## src/sv/alee_pkg.sv

```systemverilog
// Package of the array list edit engine: opcodes, status codes, widths,
// and the command and status structs between controller and datapath.
`timescale 1ns / 1ps
`default_nettype none

package alee_pkg;

    localparam int DEPTH_DEF  = 16;
    localparam int DATA_W_DEF = 16;

    localparam int OP_W      = 3;
    localparam int VALUE_W   = 16;
    localparam int POS_W     = 5;
    localparam int STATUS_W  = 2;
    localparam int CNT_OUT_W = 5;

    localparam logic [OP_W-1:0] OP_INS_AT    = 3'd0;
    localparam logic [OP_W-1:0] OP_SORT_INS  = 3'd1;
    localparam logic [OP_W-1:0] OP_DEL_AT    = 3'd2;
    localparam logic [OP_W-1:0] OP_DEL_FIRST = 3'd3;
    localparam logic [OP_W-1:0] OP_DEL_ALL   = 3'd4;
    localparam logic [OP_W-1:0] OP_PAL       = 3'd5;
    localparam logic [OP_W-1:0] OP_READ      = 3'd6;
    localparam logic [OP_W-1:0] OP_CLEAR     = 3'd7;

    localparam logic [STATUS_W-1:0] ST_OK        = 2'd0;
    localparam logic [STATUS_W-1:0] ST_FULL      = 2'd1;
    localparam logic [STATUS_W-1:0] ST_BAD_POS   = 2'd2;
    localparam logic [STATUS_W-1:0] ST_NOT_FOUND = 2'd3;

    typedef struct packed {
        logic            start;
        logic            shift_step;
        logic            compact_step;
        logic            pal_step;
        logic            read_cap;
        logic            load_out;
        logic [OP_W-1:0] op;
    } cmd_t;

    typedef struct packed {
        logic quick;
        logic shift_end;
        logic compact_end;
        logic pal_end;
    } stat_t;

endpackage

`default_nettype wire

```

## src/sv/array_list_edit_engine.sv

```systemverilog
// Channel  Dir  Signals                     Contents
// s_axis   in   tvalid tready tdata tuser   edit command: opcode, value, position
// m_axis   out  tvalid tready tdata         one result per command
//
// One command is in work at a time; the walks move one entry per cycle through
// the single write port of the entry memory. The output register lets the next
// command be accepted while a result waits; a stalled result holds the following
// one back. After reset the array is empty; slots above the count are never read.
// Top level of the array list edit engine. Depends on alee_pkg, alee_ctrl, alee_dp.
`timescale 1ns / 1ps
`default_nettype none

module array_list_edit_engine #(
    parameter int DEPTH  = alee_pkg::DEPTH_DEF,
    parameter int DATA_W = alee_pkg::DATA_W_DEF
) (
    input  wire         clk,
    input  wire         rst_n,
    input  wire         s_axis_tvalid,
    output logic        s_axis_tready,
    input  wire  [23:0] s_axis_tdata,  // value[15:0], position[20:16], zero[23:21]
    input  wire  [2:0]  s_axis_tuser,  // opcode[2:0]
    output logic        m_axis_tvalid,
    input  wire         m_axis_tready,
    output logic [31:0] m_axis_tdata   // status[1:0], read_value[17:2],
                                       // removed_count[22:18], is_palindrome[23],
                                       // entry_count[28:24], zero[31:29]
);

    alee_pkg::cmd_t  cmd;
    alee_pkg::stat_t stat;

    logic [alee_pkg::STATUS_W-1:0]  status;
    logic [alee_pkg::VALUE_W-1:0]   read_value;
    logic [alee_pkg::CNT_OUT_W-1:0] removed_count;
    logic                           is_palindrome;
    logic [alee_pkg::CNT_OUT_W-1:0] entry_count;

    alee_ctrl u_ctrl (
        .clk       (clk),
        .rst_n     (rst_n),
        .in_valid  (s_axis_tvalid),
        .in_ready  (s_axis_tready),
        .in_op     (s_axis_tuser),
        .out_valid (m_axis_tvalid),
        .out_ready (m_axis_tready),
        .cmd       (cmd),
        .stat      (stat)
    );

    alee_dp #(
        .DEPTH  (DEPTH),
        .DATA_W (DATA_W)
    ) u_dp (
        .clk           (clk),
        .rst_n         (rst_n),
        .cmd           (cmd),
        .stat          (stat),
        .in_value      (s_axis_tdata[15:0]),
        .in_position   (s_axis_tdata[20:16]),
        .status        (status),
        .read_value    (read_value),
        .removed_count (removed_count),
        .is_palindrome (is_palindrome),
        .entry_count   (entry_count)
    );

    assign m_axis_tdata = {3'b000, entry_count, is_palindrome, removed_count,
                           read_value, status};

endmodule

`default_nettype wire

```

## src/sv/alee_dp.sv

```systemverilog
// Datapath of the array list edit engine: entry memory, count, walk pointers,
// pending result and output register. Depends on alee_pkg.
`timescale 1ns / 1ps
`default_nettype none

module alee_dp #(
    parameter int DEPTH  = alee_pkg::DEPTH_DEF,
    parameter int DATA_W = alee_pkg::DATA_W_DEF
) (
    input  wire                                   clk,
    input  wire                                   rst_n,
    input  wire alee_pkg::cmd_t                   cmd,
    output alee_pkg::stat_t                       stat,
    input  wire signed [alee_pkg::VALUE_W-1:0]    in_value,
    input  wire        [alee_pkg::POS_W-1:0]      in_position,
    output logic       [alee_pkg::STATUS_W-1:0]   status,
    output logic signed [alee_pkg::VALUE_W-1:0]   read_value,
    output logic       [alee_pkg::CNT_OUT_W-1:0]  removed_count,
    output logic                                  is_palindrome,
    output logic       [alee_pkg::CNT_OUT_W-1:0]  entry_count
);

    localparam int ADDR_W = $clog2(DEPTH);
    localparam int CNT_W  = $clog2(DEPTH + 1);
    localparam int CMP_W  = (CNT_W > alee_pkg::POS_W) ? CNT_W : alee_pkg::POS_W;
    localparam int EXT_W  = (DATA_W > alee_pkg::VALUE_W) ? DATA_W : alee_pkg::VALUE_W;

    // Slots at or above the count are never read, so the memory needs no reset.
    logic [DATA_W-1:0] mem [DEPTH];
    logic [DATA_W-1:0] rdata_a_reg;
    logic [DATA_W-1:0] rdata_b_reg;

    logic [CNT_W-1:0]  count_reg, count_next;
    logic [CNT_W-1:0]  ptr_reg, ptr_next;
    logic [CNT_W-1:0]  ptr2_reg, ptr2_next;
    logic              found_reg, found_next;
    logic [DATA_W-1:0] v_reg;
    logic [CMP_W-1:0]  pos_reg;

    logic [alee_pkg::STATUS_W-1:0]  res_status_reg;
    logic [alee_pkg::VALUE_W-1:0]   res_read_reg;
    logic [CMP_W-1:0]               res_rem_reg;
    logic                           res_pal_reg;

    logic [alee_pkg::STATUS_W-1:0]  status_reg;
    logic [alee_pkg::VALUE_W-1:0]   read_value_reg;
    logic [alee_pkg::CNT_OUT_W-1:0] removed_count_reg;
    logic                           is_palindrome_reg;
    logic [alee_pkg::CNT_OUT_W-1:0] entry_count_reg;

    logic signed [EXT_W-1:0] val_ext;
    logic signed [EXT_W-1:0] rd_ext;
    logic [DATA_W-1:0]       v_in;
    logic [CMP_W-1:0]        pos_in_ext;
    logic [CMP_W-1:0]        cnt_ext;
    logic [CNT_W-1:0]        count_m1;
    logic [CNT_W-1:0]        half_m1;
    logic                    full;
    logic [alee_pkg::STATUS_W-1:0] err;

    logic              move;
    logic              drop;
    logic              keep;
    logic              mismatch;
    logic [CNT_W-1:0]  j_final;
    logic [CNT_W-1:0]  rem_final;

    logic              we;
    logic [CNT_W-1:0]  waddr_w;
    logic [DATA_W-1:0] wdata;
    logic [CMP_W-1:0]  raddr_a_w;
    logic [CNT_W-1:0]  raddr_b_w;

    assign val_ext    = EXT_W'(in_value);
    assign v_in       = val_ext[DATA_W-1:0];
    assign rd_ext     = EXT_W'($signed(rdata_a_reg));
    assign pos_in_ext = CMP_W'(in_position);
    assign cnt_ext    = CMP_W'(count_reg);
    assign count_m1   = count_reg - CNT_W'(1);
    assign half_m1    = (count_reg >> 1) - CNT_W'(1);
    assign full       = (count_reg == CNT_W'(DEPTH));

    assign status        = status_reg;
    assign read_value    = read_value_reg;
    assign removed_count = removed_count_reg;
    assign is_palindrome = is_palindrome_reg;
    assign entry_count   = entry_count_reg;

    always_comb
    begin
        err = alee_pkg::ST_OK;
        unique case (cmd.op) inside
            alee_pkg::OP_INS_AT:
            begin
                if (full)
                    err = alee_pkg::ST_FULL;
                else if (pos_in_ext > cnt_ext)
                    err = alee_pkg::ST_BAD_POS;
            end
            alee_pkg::OP_SORT_INS:
            begin
                if (full)
                    err = alee_pkg::ST_FULL;
            end
            alee_pkg::OP_DEL_AT, alee_pkg::OP_READ:
            begin
                if (pos_in_ext >= cnt_ext)
                    err = alee_pkg::ST_BAD_POS;
            end
            alee_pkg::OP_DEL_FIRST, alee_pkg::OP_DEL_ALL:
            begin
                if (count_reg == '0)
                    err = alee_pkg::ST_NOT_FOUND;
            end
            default:
            begin
                err = alee_pkg::ST_OK;
            end
        endcase
    end

    // Shift walk: move the entry below the pointer up one slot, or drop the value in.
    assign move = (ptr_reg != '0) &&
                  ((cmd.op == alee_pkg::OP_INS_AT) ? (CMP_W'(ptr_reg) > pos_reg)
                                                   : ($signed(rdata_a_reg) > $signed(v_reg)));

    // Compaction walk: ptr reads, ptr2 writes back the entries that stay.
    always_comb
    begin
        drop = 1'b0;
        case (cmd.op)
            alee_pkg::OP_DEL_AT:    drop = (CMP_W'(ptr_reg) == pos_reg);
            alee_pkg::OP_DEL_FIRST: drop = (rdata_a_reg == v_reg) && !found_reg;
            default:                drop = (rdata_a_reg == v_reg);
        endcase
    end
    assign keep      = !drop;
    assign j_final   = ptr2_reg + CNT_W'(keep);
    assign rem_final = count_reg - j_final;
    assign mismatch  = (rdata_a_reg != rdata_b_reg);

    assign stat.quick       = (err != alee_pkg::ST_OK) || (cmd.op == alee_pkg::OP_CLEAR) ||
                              ((cmd.op == alee_pkg::OP_PAL) && (count_reg < CNT_W'(2)));
    assign stat.shift_end   = !move;
    assign stat.compact_end = (ptr_reg == count_m1);
    assign stat.pal_end     = mismatch || (ptr_reg == half_m1);

    // Read addresses: the walks fetch one step ahead so one entry moves per cycle.
    always_comb
    begin
        raddr_a_w = '0;
        raddr_b_w = count_m1;
        if (cmd.start)
        begin
            if (cmd.op == alee_pkg::OP_READ)
                raddr_a_w = pos_in_ext;
            else if ((cmd.op == alee_pkg::OP_INS_AT) || (cmd.op == alee_pkg::OP_SORT_INS))
                raddr_a_w = (count_reg != '0) ? CMP_W'(count_m1) : '0;
        end
        else if (cmd.shift_step)
        begin
            raddr_a_w = (ptr_reg >= CNT_W'(2)) ? CMP_W'(ptr_reg - CNT_W'(2)) : '0;
        end
        else if (cmd.compact_step)
        begin
            raddr_a_w = (ptr_reg < count_m1) ? CMP_W'(ptr_reg + CNT_W'(1)) : '0;
        end
        else if (cmd.pal_step)
        begin
            raddr_a_w = CMP_W'(ptr_reg + CNT_W'(1));
            raddr_b_w = ptr2_reg - CNT_W'(1);
        end
    end

    always_comb
    begin
        we      = 1'b0;
        waddr_w = ptr_reg;
        wdata   = rdata_a_reg;
        if (cmd.shift_step)
        begin
            we    = 1'b1;
            wdata = move ? rdata_a_reg : v_reg;
        end
        else if (cmd.compact_step)
        begin
            we      = keep;
            waddr_w = ptr2_reg;
        end
    end

    always_ff @(posedge clk)
    begin
        if (we)
            mem[waddr_w[ADDR_W-1:0]] <= wdata;
        rdata_a_reg <= mem[raddr_a_w[ADDR_W-1:0]];
        rdata_b_reg <= mem[raddr_b_w[ADDR_W-1:0]];
    end

    always_comb
    begin
        count_next = count_reg;
        ptr_next   = ptr_reg;
        ptr2_next  = ptr2_reg;
        found_next = found_reg;
        if (cmd.start)
        begin
            ptr_next   = ((cmd.op == alee_pkg::OP_INS_AT) || (cmd.op == alee_pkg::OP_SORT_INS))
                         ? count_reg : '0;
            ptr2_next  = (cmd.op == alee_pkg::OP_PAL) ? count_m1 : '0;
            found_next = 1'b0;
            if (cmd.op == alee_pkg::OP_CLEAR)
                count_next = '0;
        end
        else if (cmd.shift_step)
        begin
            if (move)
                ptr_next = ptr_reg - CNT_W'(1);
            else
                count_next = count_reg + CNT_W'(1);
        end
        else if (cmd.compact_step)
        begin
            found_next = found_reg || drop;
            ptr_next   = ptr_reg + CNT_W'(1);
            ptr2_next  = j_final;
            if (stat.compact_end)
                count_next = j_final;
        end
        else if (cmd.pal_step)
        begin
            ptr_next  = ptr_reg + CNT_W'(1);
            ptr2_next = ptr2_reg - CNT_W'(1);
        end
    end

    always_ff @(posedge clk or negedge rst_n)
    begin
        if (!rst_n)
        begin
            count_reg <= '0;
            ptr_reg   <= '0;
            ptr2_reg  <= '0;
            found_reg <= 1'b0;
        end
        else
        begin
            count_reg <= count_next;
            ptr_reg   <= ptr_next;
            ptr2_reg  <= ptr2_next;
            found_reg <= found_next;
        end
    end

    // Item operands, pending result and output register.
    always_ff @(posedge clk)
    begin
        if (cmd.start)
        begin
            v_reg          <= v_in;
            pos_reg        <= pos_in_ext;
            res_status_reg <= err;
            res_read_reg   <= '0;
            res_rem_reg    <= (cmd.op == alee_pkg::OP_CLEAR) ? cnt_ext : '0;
            res_pal_reg    <= (cmd.op == alee_pkg::OP_PAL);
        end
        if (cmd.compact_step && stat.compact_end)
        begin
            res_rem_reg    <= CMP_W'(rem_final);
            res_status_reg <= (rem_final == '0) ? alee_pkg::ST_NOT_FOUND : alee_pkg::ST_OK;
        end
        if (cmd.pal_step && mismatch)
            res_pal_reg <= 1'b0;
        if (cmd.read_cap)
            res_read_reg <= rd_ext[alee_pkg::VALUE_W-1:0];
        if (cmd.load_out)
        begin
            status_reg        <= res_status_reg;
            read_value_reg    <= res_read_reg;
            removed_count_reg <= res_rem_reg[alee_pkg::CNT_OUT_W-1:0];
            is_palindrome_reg <= res_pal_reg;
            entry_count_reg   <= cnt_ext[alee_pkg::CNT_OUT_W-1:0];
        end
    end

endmodule

`default_nettype wire

```

## src/sv/alee_ctrl.sv

```systemverilog
// Controller of the array list edit engine: sequences one item at a time
// through the datapath walks and owns both handshakes. Depends on alee_pkg.
`timescale 1ns / 1ps
`default_nettype none

module alee_ctrl (
    input  wire                          clk,
    input  wire                          rst_n,
    input  wire                          in_valid,
    output logic                         in_ready,
    input  wire  [alee_pkg::OP_W-1:0]    in_op,
    output logic                         out_valid,
    input  wire                          out_ready,
    output alee_pkg::cmd_t               cmd,
    input  wire alee_pkg::stat_t         stat
);

    localparam logic [2:0] S_IDLE    = 3'd0;
    localparam logic [2:0] S_SHIFT   = 3'd1;
    localparam logic [2:0] S_COMPACT = 3'd2;
    localparam logic [2:0] S_PAL     = 3'd3;
    localparam logic [2:0] S_READ    = 3'd4;
    localparam logic [2:0] S_FINISH  = 3'd5;

    logic [2:0]                state_reg, state_next;
    logic [alee_pkg::OP_W-1:0] op_reg;
    logic                      out_valid_reg, out_valid_next;

    assign in_ready  = (state_reg == S_IDLE);
    assign out_valid = out_valid_reg;

    always_comb
    begin
        state_next     = state_reg;
        out_valid_next = out_valid_reg && !out_ready;
        cmd            = '0;
        cmd.op         = op_reg;
        unique case (state_reg)
            S_IDLE:
            begin
                cmd.op = in_op;
                if (in_valid)
                begin
                    cmd.start = 1'b1;
                    if (stat.quick)
                        state_next = S_FINISH;
                    else
                    begin
                        unique case (in_op) inside
                            alee_pkg::OP_INS_AT, alee_pkg::OP_SORT_INS:
                                state_next = S_SHIFT;
                            alee_pkg::OP_DEL_AT, alee_pkg::OP_DEL_FIRST, alee_pkg::OP_DEL_ALL:
                                state_next = S_COMPACT;
                            alee_pkg::OP_PAL:
                                state_next = S_PAL;
                            alee_pkg::OP_READ:
                                state_next = S_READ;
                            default:
                                state_next = S_FINISH;
                        endcase
                    end
                end
            end
            S_SHIFT:
            begin
                cmd.shift_step = 1'b1;
                if (stat.shift_end)
                    state_next = S_FINISH;
            end
            S_COMPACT:
            begin
                cmd.compact_step = 1'b1;
                if (stat.compact_end)
                    state_next = S_FINISH;
            end
            S_PAL:
            begin
                cmd.pal_step = 1'b1;
                if (stat.pal_end)
                    state_next = S_FINISH;
            end
            S_READ:
            begin
                cmd.read_cap = 1'b1;
                state_next   = S_FINISH;
            end
            S_FINISH:
            begin
                // The result waits here only while the previous one is still unread.
                if (!out_valid_reg || out_ready)
                begin
                    cmd.load_out   = 1'b1;
                    out_valid_next = 1'b1;
                    state_next     = S_IDLE;
                end
            end
            default:
            begin
                state_next = S_IDLE;
            end
        endcase
    end

    always_ff @(posedge clk or negedge rst_n)
    begin
        if (!rst_n)
        begin
            state_reg     <= S_IDLE;
            out_valid_reg <= 1'b0;
            op_reg        <= alee_pkg::OP_INS_AT;
        end
        else
        begin
            state_reg     <= state_next;
            out_valid_reg <= out_valid_next;
            if (cmd.start)
                op_reg <= in_op;
        end
    end

endmodule

`default_nettype wire

```

## config.mk

```make
export PLATFORM = sky130hd
export DESIGN_NAME = array_list_edit_engine
export DESIGN_NICKNAME = d
export VERILOG_FILES = /design/src/sv/alee_pkg.sv /design/src/sv/array_list_edit_engine.sv /design/src/sv/alee_dp.sv /design/src/sv/alee_ctrl.sv
export SDC_FILE = /design/constraint.sdc
export NUM_CORES = 1
export LEC_CHECK = 0
export ABC_AREA = 1
export ABC_CLOCK_PERIOD_IN_PS = 3400
export BUFFER_PORTS_ARGS = -buffer_cell sky130_fd_sc_hd__clkbuf_2
export CELL_PAD_IN_SITES_DETAIL_PLACEMENT = 1
export CELL_PAD_IN_SITES_GLOBAL_PLACEMENT = 1
export CORE_MARGIN = 4
export CORE_UTILIZATION = 40
export CTS_BUF_LIST = sky130_fd_sc_hd__clkbuf_4 sky130_fd_sc_hd__clkbuf_8 sky130_fd_sc_hd__clkbuf_16
export DETAILED_ROUTE_END_ITERATION = 7
export HOLD_SLACK_MARGIN = 0.15
export PLACE_DENSITY = 0.79
export SYNTH_ARGS = -nofsm -noshare
export SYNTH_HDL_FRONTEND = slang
export SYNTH_SLANG_ARGS = --single-unit
```

## constraint.sdc

```tcl
create_clock -name clk -period 3.4 [get_ports clk]
set_input_delay 0.34 -clock clk [delete_from_list [all_inputs] [get_ports clk]]
set_output_delay 0.34 -clock clk [all_outputs]
set_load 0.05 [all_outputs]
```

Yosys cells after proc, flatten, opt, wreduce, memory -nomap -nowiden
Memory sizes are Yosys's and may differ from the RTL's. A register that Yosys moved wholly into a read port is not among the register bits. Cells that the tools add are included.

Register bits: 97. Memory bits (writable): 256. Input port bits: 31. Output and inout bits: 34. Memories kept: 1.

Memories: u_dp.mem (depth 16, width 16, read ports 2, clocked after Yosys merged registers in 2, wr ports 1, RTL line alee_dp.sv:29) `logic [DATA_W-1:0] mem [DEPTH];`.

Add/sub/neg operators: 9. Magnitude comparators: 7. Equality and inequality tests: 33. Muxes and demuxes: 76. Reductions and logical operators: 40.

Operators by type and width (number): 5-bit 2-to-1 mux (20); 16-bit 2-to-1 mux (4); 4-bit 2-to-1 mux (15); 3-bit equality test, second input constant (9); 3-bit 2-to-1 mux (7); 1-bit 2-to-1 mux (19); 3-bit by 2-bit equality test with 1-bit output, second input constant (6); 3-bit one-hot mux with 6 select lines (1); 16-bit equality test (1); 16-bit greater-than comparator (1); 16-bit != test (1); 5-bit equality test (3); 5-bit by 1-bit subtractor with 5-bit output, second input constant (3); 2-bit 2-to-1 mux (7); 3-bit one-hot mux with 4 select lines (1); 5-bit by 1-bit adder with 5-bit output, second input constant (2); 5-bit greater-than comparator (2); 5-bit zero test (2); 5-bit nonzero test (2); 3-bit by 1-bit equality test with 1-bit output, second input constant (3); 3-bit zero test (3); 3-bit nonzero test (3); 2-bit by 1-bit != test with 1-bit output, second input constant (4); 2-bit one-hot mux with 4 select lines (1); 23 further kinds (45).

Longest topological paths before layout
Gate-level depths: netlist of the first run.

Depth after elaboration: 11. Gate-level depth with buffers: 22. Depth with buffers taken out: 20.

By module
A second synthesis of the first run with hierarchy kept.

Cell total of the unflattened synthesis: 2258. Area, all modules: 20327.0 µm².

Modules (own cells, without submodules): alee_dp (instances 1, cells each 2176, area each 19800.2 µm², sequential area each 10940.5 µm²); alee_ctrl (instances 1, cells each 77, area each 493.0 µm², sequential area each 175.2 µm²); array_list_edit_engine (instances 1, cells each 5, area each 33.8 µm², sequential area each 0.0 µm²).

Least setup slack after synthesis of the first run
OpenSTA, ideal clock, no wires.

Path kind: reg-to-reg. Start point: reg u_dp.ptr_reg[0]. End point: reg u_dp.res_status_reg[1] (netlist name) (data pin). Arrival: 2.764 ns. Slack: 0.367 ns. Stages on the path, launching flop included: 19. Buffers on the path: 1. Period minus slack after synthesis: 3.033 ns. Cell sequence: dfrtp_1 > clkbuf_1 > inv_1 > ha_1 > nand2_1 > nor3_1 > a31oi_1 > ha_1 > xnor2_1 > xor2_1 > inv_1 > ha_1 > inv_1 > nand2_1 > nand3_1 > nand3b_1 > xor2_1 > nand4_1 > o21ai_0.

Longest elaborated chain between the ends: 8. Elaborated cells between the ends (all ways): 10.

RTL lines: start, declared (RTL line alee_dp.sv:34) `logic [CNT_W-1:0] ptr_reg, ptr_next;`; start signal, assigned (RTL line alee_dp.sv:249) `ptr_reg <= ptr_next;`; 5-bit equality test (RTL line alee_dp.sv:132) `alee_pkg::OP_DEL_AT: drop = (CMP_W'(ptr_reg) == pos_reg);`; 1-bit one-hot mux with 2 select lines (RTL line alee_dp.sv:131) `case (cmd.op)`; 1-bit zero test (RTL line alee_dp.sv:137) `assign keep = !drop;`; 5-bit by 1-bit adder with 5-bit output (RTL line alee_dp.sv:138) `assign j_final = ptr2_reg + CNT_W'(keep);`; 5-bit subtractor (RTL line alee_dp.sv:139) `assign rem_final = count_reg - j_final;`; 5-bit zero test (RTL line alee_dp.sv:270) `res_status_reg <= (rem_final == '0) ? alee_pkg::ST_NOT_FOUND : alee_pkg::ST_OK;`; 2-bit 2-to-1 mux (RTL line alee_dp.sv:270); 2-bit 2-to-1 mux (*) (RTL line alee_dp.sv:267) `if (cmd.compact_step && stat.compact_end)`; end signal, assigned (RTL line alee_dp.sv:262) `res_status_reg <= err;`; end signal, assigned (RTL line alee_dp.sv:270); end, declared (RTL line alee_dp.sv:40) `logic [alee_pkg::STATUS_W-1:0] res_status_reg;`.

Every way passes the cells marked *; elsewhere a longest branch is shown, timed or not. A chain may end at the register's enable or synchronous reset.

Final worst setup path of the first run
Start point: reg u_ctrl.state_reg[2]. End point: reg u_dp.res_status_reg[1] (netlist name) (data pin).

Longest elaborated chain between the ends: 10. Elaborated cells between the ends (all ways): 22.

RTL lines: start, declared (RTL line alee_ctrl.sv:25) `logic [2:0] state_reg, state_next;`; start signal, assigned (RTL line alee_ctrl.sv:114) `state_reg <= state_next;`; 3-bit zero test (RTL line alee_ctrl.sv:38) `unique case (state_reg)`; 3-bit 2-to-1 mux (RTL line alee_ctrl.sv:38); 3-bit by 2-bit equality test with 1-bit output (RTL line alee_dp.sv:131); 1-bit one-hot mux with 2 select lines (RTL line alee_dp.sv:131); 1-bit zero test (RTL line alee_dp.sv:137); 5-bit by 1-bit adder with 5-bit output (RTL line alee_dp.sv:138); 5-bit subtractor (RTL line alee_dp.sv:139); 5-bit zero test (RTL line alee_dp.sv:270); 2-bit 2-to-1 mux (RTL line alee_dp.sv:270); 2-bit 2-to-1 mux (*) (RTL line alee_dp.sv:267).

Every way passes the cells marked *; elsewhere a longest branch is shown, timed or not. The select of a mux whose other input is x is not followed.

==> metrics.yaml, run 1 <==
avgSynthCellArea_um2: 9.09
final_nets: 2408
drv_slew: 0
ys_types: 46
maxCapViolations: 0
fmax_ghz: 0.301
endpoint: "u_dp.res_status_reg[1]"
htreeDepth: 2
relSlewSlack: 0.262
postRouteAntennaNets: 0
hold_violations: 0
grt_pass1_vias: 18247
grt_first_pass_wirelength_mm: 105
die_w_um: 233
largest_reg_flops: 256
syn_inst: 2224
antenna_found_initial: 3
clk-insertion-delay-late_ns: 0.58
min_period_ns: 3.32
fin_crit_sh: 0.977
cts_sinks: 385
crit_chain: "nor2_4 > nand2_4 > nand2_1 > o21ai_4 > o211ai_1 > a31oi_4 > ha_1 > nand3_1 > nand2_2 > inv_1 > nor2_2 > o21bai_1 > a31oi_1 > xor2_1 > nand4_1 > o21ai_1"
r2r-start: "u_ctrl.state_reg[2]"
crit_start: "u_ctrl.state_reg[2]"
critical_path_class: "flip-flop to flip-flop"
overflow: 0
drive_above_1_share: 0.133
port_buffers: 58
die_y_um: 233
start_util: 0.404
row_count: 82
cts-root-to-sink-buffers: 3
run_status: "complete, no violations"
fin_tns_setup_ns: 0
ys_ff_latch: 385
root_buffer: "clkbuf_16"
rrSetupSlack_ns: 0.08
reg2reg_depth: 16
routabilityCongestion: 0.890
setup_violations: 0
viasPerCell: 5.83
end_kind: "flip-flop"
worstPathMaxFanout: 8
crit_path_top_delay_cell: "dfrtp_1"
hold_path_class: "input port to asynchronous set/reset pin"
fin_util: 0.475
yosysSeqAreaShare: 0.550
cts_tree: "yes"
num_vias: 17691
numCtsBuffers: 42
clkSlewWorstSetupHoldPaths_ns: 0.07
worstSetupStartpointType: "flip-flop"
drcViolationCount: 0
core_um2: 50100
crit_required_ns: 3.83
die_area_um2: 54200
drt_iter0_drc: 1697
grtUsageTotal: 0.250
skew_ns: 0.0162
first_pass_iters: 5
final_cell_area_um2: 23800
place_area_um2: 21700
wl_per_cell_um: 23.8
slowest_delay_ns: 0.42
grt_setup_unrepaired: "yes"
mostFrequentLayoutCells: "nand3_1 (435), edfxtp_1 (329), nand2_1 (317), inv_1 (295), o21ai_0 (171)"
dp_hpwl_mm: 42.9
final_common_cell: "nand3_1"
syn2layout_area_growth_pct: 17.7
ios: 65
synth_area_um2: 20200
r2r_end: "u_dp.res_status_reg[1]"
tightestPinTransition_ns: 1.11
synth_warnings: 0
grt_max_degree: 99
drt-total-wl_mm: 72.2
cp_data_arrival_time_ns: 3.75
worst max-delay path, delay by kind of cell (launching register included):
kind	cells	cell delay, ns
AOI/OAI and AO/OA	6	1.12
buffers and inverters	1	0.15
xor gates and xnor gates	1	0.24
DFF	1	0.42
and+or+nand+nor	7	0.97
adders and majority gates	1	0.27
final cells by class:
class / count / area (µm²)
multi-input combinational: 1401 / 7560
inverter: 308 / 1160
sequential: 385 / 11100
clock buffer: 52 / 1160
tap: 672 / 841
clock inverter: 26 / 300
fill: 5728 / 26300
timing repair buffer: 190 / 1650
antenna: 2 / 5.00
metrics by stage:
stage               setup WS (ns)  cells  hold slack (ns)
floorplan                   0.367   2226           0.0444
finish                     0.0793   3036            0.369
global route              -0.0900   3036            0.394
global placement         0.000431   2921            0.401
CTS                        0.0281   3025            0.349
detailed placement        -0.0743   2921            0.406
per-layer routing:
metal  track usage  share of wire  up-vias
li1              -              -     7816
met1         0.298           0.38     8806
met2         0.440           0.50      844
met3        0.0469          0.080      225
met4         0.110          0.041        0
met5             0              0        -
synth_stat cells (all sizes together):
| library cell | instances | area (µm²) |
|---|---|---|
| nor2 | 87 | 352 |
| o21ai | 177 | 893 |
| o21a | 1 | 7.51 |
| edfxtp | 329 | 9880 |
| dfrtp | 23 | 576 |
| inv | 306 | 1150 |
| xnor2 | 4 | 35.0 |
| nor3 | 9 | 45.0 |
| o31ai | 1 | 7.51 |
| a31oi | 10 | 62.6 |
| o221ai | 1 | 8.76 |
| or2 | 4 | 25.0 |
| nand4 | 8 | 50.1 |
| conb | 1 | 3.75 |
| clkinv | 2 | 8.75 |
| nand3b | 66 | 495 |
| a21oi | 160 | 805 |
| a211oi | 3 | 22.5 |
| dfxtp | 33 | 661 |
| nand2 | 335 | 1270 |
| nand3 | 436 | 2190 |
| a22oi | 2 | 20.0 |
| nor4 | 2 | 12.5 |
| o211ai | 7 | 52.6 |
| nor3b | 1 | 7.51 |
| xor2 | 29 | 254 |
| ha | 49 | 613 |
| o21bai | 2 | 15.0 |
| clkbuf | 38 | 144 |
| o22ai | 3 | 18.8 |
| buf | 95 | 538 |
kinds of logic (layout without fill, tap and decap cells):
group | count (synthesis) | count (layout) | synth area share
AND/OR/NAND/NOR | 948 | 949 | 0.220
other | 1 | 5 | 0.000185
adder cells (fa/ha/maj) | 49 | 49 | 0.0303
AO/OA/AOI/OAI | 367 | 367 | 0.0946
XOR/XNOR | 33 | 33 | 0.0143
buffers and inverters | 441 | 576 | 0.0909
flip-flops | 385 | 385 | 0.550
repair_timing:
| action | in CTS | in global routing |
|---|---|---|
| endpoints found under the hold margin | 48 | 0 |
| buffers inserted | 0 | 0 |
| hold buffers | 26 | 0 |
| gates cloned | 0 | 9 |
| gates resized for setup | 3 | 38 |
| pin swaps | 0 | 7 |
| endpoints found under the setup margin | 3 | 21 |
worst min path at each step:
stage                             start                    end  slack [ns]
floorplan                         rst_n       u_ctrl.op_reg[0]        0.04
global placement    u_dp.res_rem_reg[3]  u_dp.removed_count[3]        0.40
detailed placement                rst_n        u_dp.cnt_ext[3]        0.41
CTS                               rst_n        u_dp.cnt_ext[3]        0.35
global route              s_axis_tvalid        u_dp.ptr_reg[2]        0.39
finish                            rst_n       u_ctrl.op_reg[1]        0.37
Power of run 1 is left out: the tool's default activity adds up to more than one toggle a clock period on the data nets, which glitch-free logic cannot reach.
==> inputs of run 2 (changes only) <==
- MAX_ROUTING_LAYER: not set -> met4
==> run 2 against run 1 <==
Compared with the run above:
- maximum frequency grew 0.51%
- worst setup slack improved by 0.017 ns
- register-to-register slack improved by 0.02 ns
- sequential share of layout area is 0.68 points higher
- non-clock buffer count increased by 2
- clock skew is 0.0097 ns higher
- sequential cell count stayed put
- die area unchanged
- global-route usage rose by 0.53 points
- via count is 2.0% lower
- first-iteration DRC count decreased by 0.53%
- critical path type unchanged
- critical endpoint unchanged
==> metrics.yaml, run 2 (synthesis results as in run 1) <==
run_status: "complete, no violations"
numCtsBuffers: 42  # unchanged
maxCapViolations: 0  # unchanged
n_antenna_cell: 0  # -2
drt_iter0_drc: 1688  # -0.53%
fin_crit_sh: 0.972  # -0.00496
min_period_ns: 3.30  # -0.0169 ns
drcViolationCount: 0  # unchanged
critical_path_class: "flip-flop to flip-flop"
place_area_um2: 21700  # about the same
nFillCells: 5781  # +0.93%
crit_chain: "inv_1 > ha_1 > nand2_1 > nor4_2 > buf_4 > a31oi_4 > ha_2 > xnor2_2 > xor2_1 > inv_1 > ha_1 > inv_1 > nand2_1 > nand3_1 > nand3b_1 > xor2_1 > nand4_1 > o21ai_0"
grtUsageTotal: 0.256  # +0.00531
slowest_delay_ns: 0.39  # -0.03 ns
relSlewSlack: 0.296  # +0.0334
skew_ns: 0.0259  # +0.00972 ns
critPathBufInv: 4  # +3
crit_path_frequent_cell: "inv_1"
grt_pass1_vias: 18109  # -0.76%
die_w_um: 233  # unchanged
postRouteAntennaNets: 0  # unchanged
setup_slack_ns: 0.0962  # +0.0169 ns
place_ws_ns: -0.105  # -0.0303 ns
tightestPinTransition_ns: 1.06  # -0.0500 ns
hold_violations: 0  # unchanged
cp_data_arrival_time_ns: 3.61  # -0.14 ns
worstPathMaxFanout: 4  # -4
cts_tree: "yes"
first_pass_iters: 5  # unchanged
fmax_ghz: 0.303  # +0.51%
die_area_um2: 54200  # unchanged
grt_max_degree: 97  # -2.0%
antenna_found_initial: 0  # -3
crit_required_ns: 3.71  # -0.12 ns
clk-insertion-delay-late_ns: 0.59  # about the same
htreeDepth: 2  # unchanged
cts_sinks: 385  # unchanged
port_buffers: 58  # unchanged
final_cell_area_um2: 23500  # -1.4%
num_vias: 17333  # -2.0%
core_um2: 50100  # unchanged
grt_first_pass_wirelength_mm: 104  # -0.66%
fin_tns_setup_ns: 0  # unchanged
drv_slew: 0  # unchanged
viasPerCell: 5.71  # -2.0%
grt_setup_unrepaired: "yes"
final_nets: 2409  # +0.042%
mostFrequentLayoutCells: "nand3_1 (435), edfxtp_1 (329), nand2_1 (326), inv_1 (296), o21ai_0 (172)"
end_kind: "flip-flop"
routabilityCongestion: 0.890  # about the same
drt-total-wl_mm: 68.6  # -5.0%
syn2layout_area_growth_pct: 16.1
holdWs_ns: 0.316  # -0.0533 ns
crit_path_top_delay_cell: "dfxtp_4"
cts-root-to-sink-buffers: 3  # unchanged
row_count: 82  # unchanged
hold_path_class: "input port to flip-flop"
die_y_um: 233  # unchanged
root_buffer: "clkbuf_16"
wl_per_cell_um: 22.6  # -4.9%
worstSetupStartpointType: "flip-flop"
overflow: 0  # unchanged
drive_above_1_share: 0.130  # -0.00339
ios: 65  # unchanged
dp_hpwl_mm: 42.9  # about the same
start_util: 0.404  # unchanged
largest_reg_flops: 256  # unchanged
clkSlewWorstSetupHoldPaths_ns: 0.06  # about the same
critPathTopFamily: "simple AND/OR/NAND/NOR gates"
setup_violations: 0  # unchanged
final_common_cell: "nand3_1"
-- run 2: worst paths after layout --
check                           slack (ns)            startpoint  depth (start not counted)                endpoint
worst max-delay path                   0.1        u_dp.rd_ext[0]                         18  u_dp.res_status_reg[1]
worst min-delay path                  0.32         s_axis_tvalid                          5     u_ctrl.state_reg[0]
worst max register to register         0.1        u_dp.rd_ext[0]                         18  u_dp.res_status_reg[1]
worst min register to register        0.42  u_dp.res_read_reg[0]                          0      u_dp.read_value[0]
max in group asynchronous             2.58                 rst_n                          2        u_ctrl.out_valid
min in group asynchronous             0.36                 rst_n                          2         u_dp.cnt_ext[4]
-- run 2: tightest hold or removal path, cell delays in order --
cell	delay, ns
clkbuf_2	0.10
o211ai_1	0.18
nor2_1	0.09
nand3_1	0.09
nand2_1	0.05
-- run 2: final cells by class --
cell class	count	area [µm²]	share of cell area
Sequential cell	385	11100	0.474
Tap cell	672	841	0.0358
Inverter	308	1160	0.0495
Clock buffer	52	1130	0.0480
Multi-Input combinational cell	1400	7460	0.318
Clock inverter	25	250	0.0107
Timing Repair Buffer	192	1510	0.0645
-- run 2: layer usage --
metal | routed length, µm | up-vias | global-route usage
met2 | 33300 | 749 | 0.424
li1 | - | 7805 | -
met5 | 0 | - | -
met4 | 2850 | 0 | 0.101
met3 | 5720 | 205 | 0.0427
met1 | 26700 | 8574 | 0.313
-- run 2: timing repair --
action / CTS / global route
setup buffers: 0 / 3
endpoints found under the setup margin: 4 / 20
gates resized for setup: 4 / 22
hold buffers: 26 / 0
pin swaps: 0 / 7
endpoints found under the hold margin: 49 / 0
-- run 2: stage by stage --
stage / utilization / std cells
6_report: 0.469 / 3034
3_3_place_gp: 0.433 / 2928
2_1_floorplan: - / 2226
4_1_cts: 0.466 / 3031
3_5_place_dp: 0.433 / 2928
5_1_grt: 0.469 / 3034
Power of run 2 is left out for the same reason.
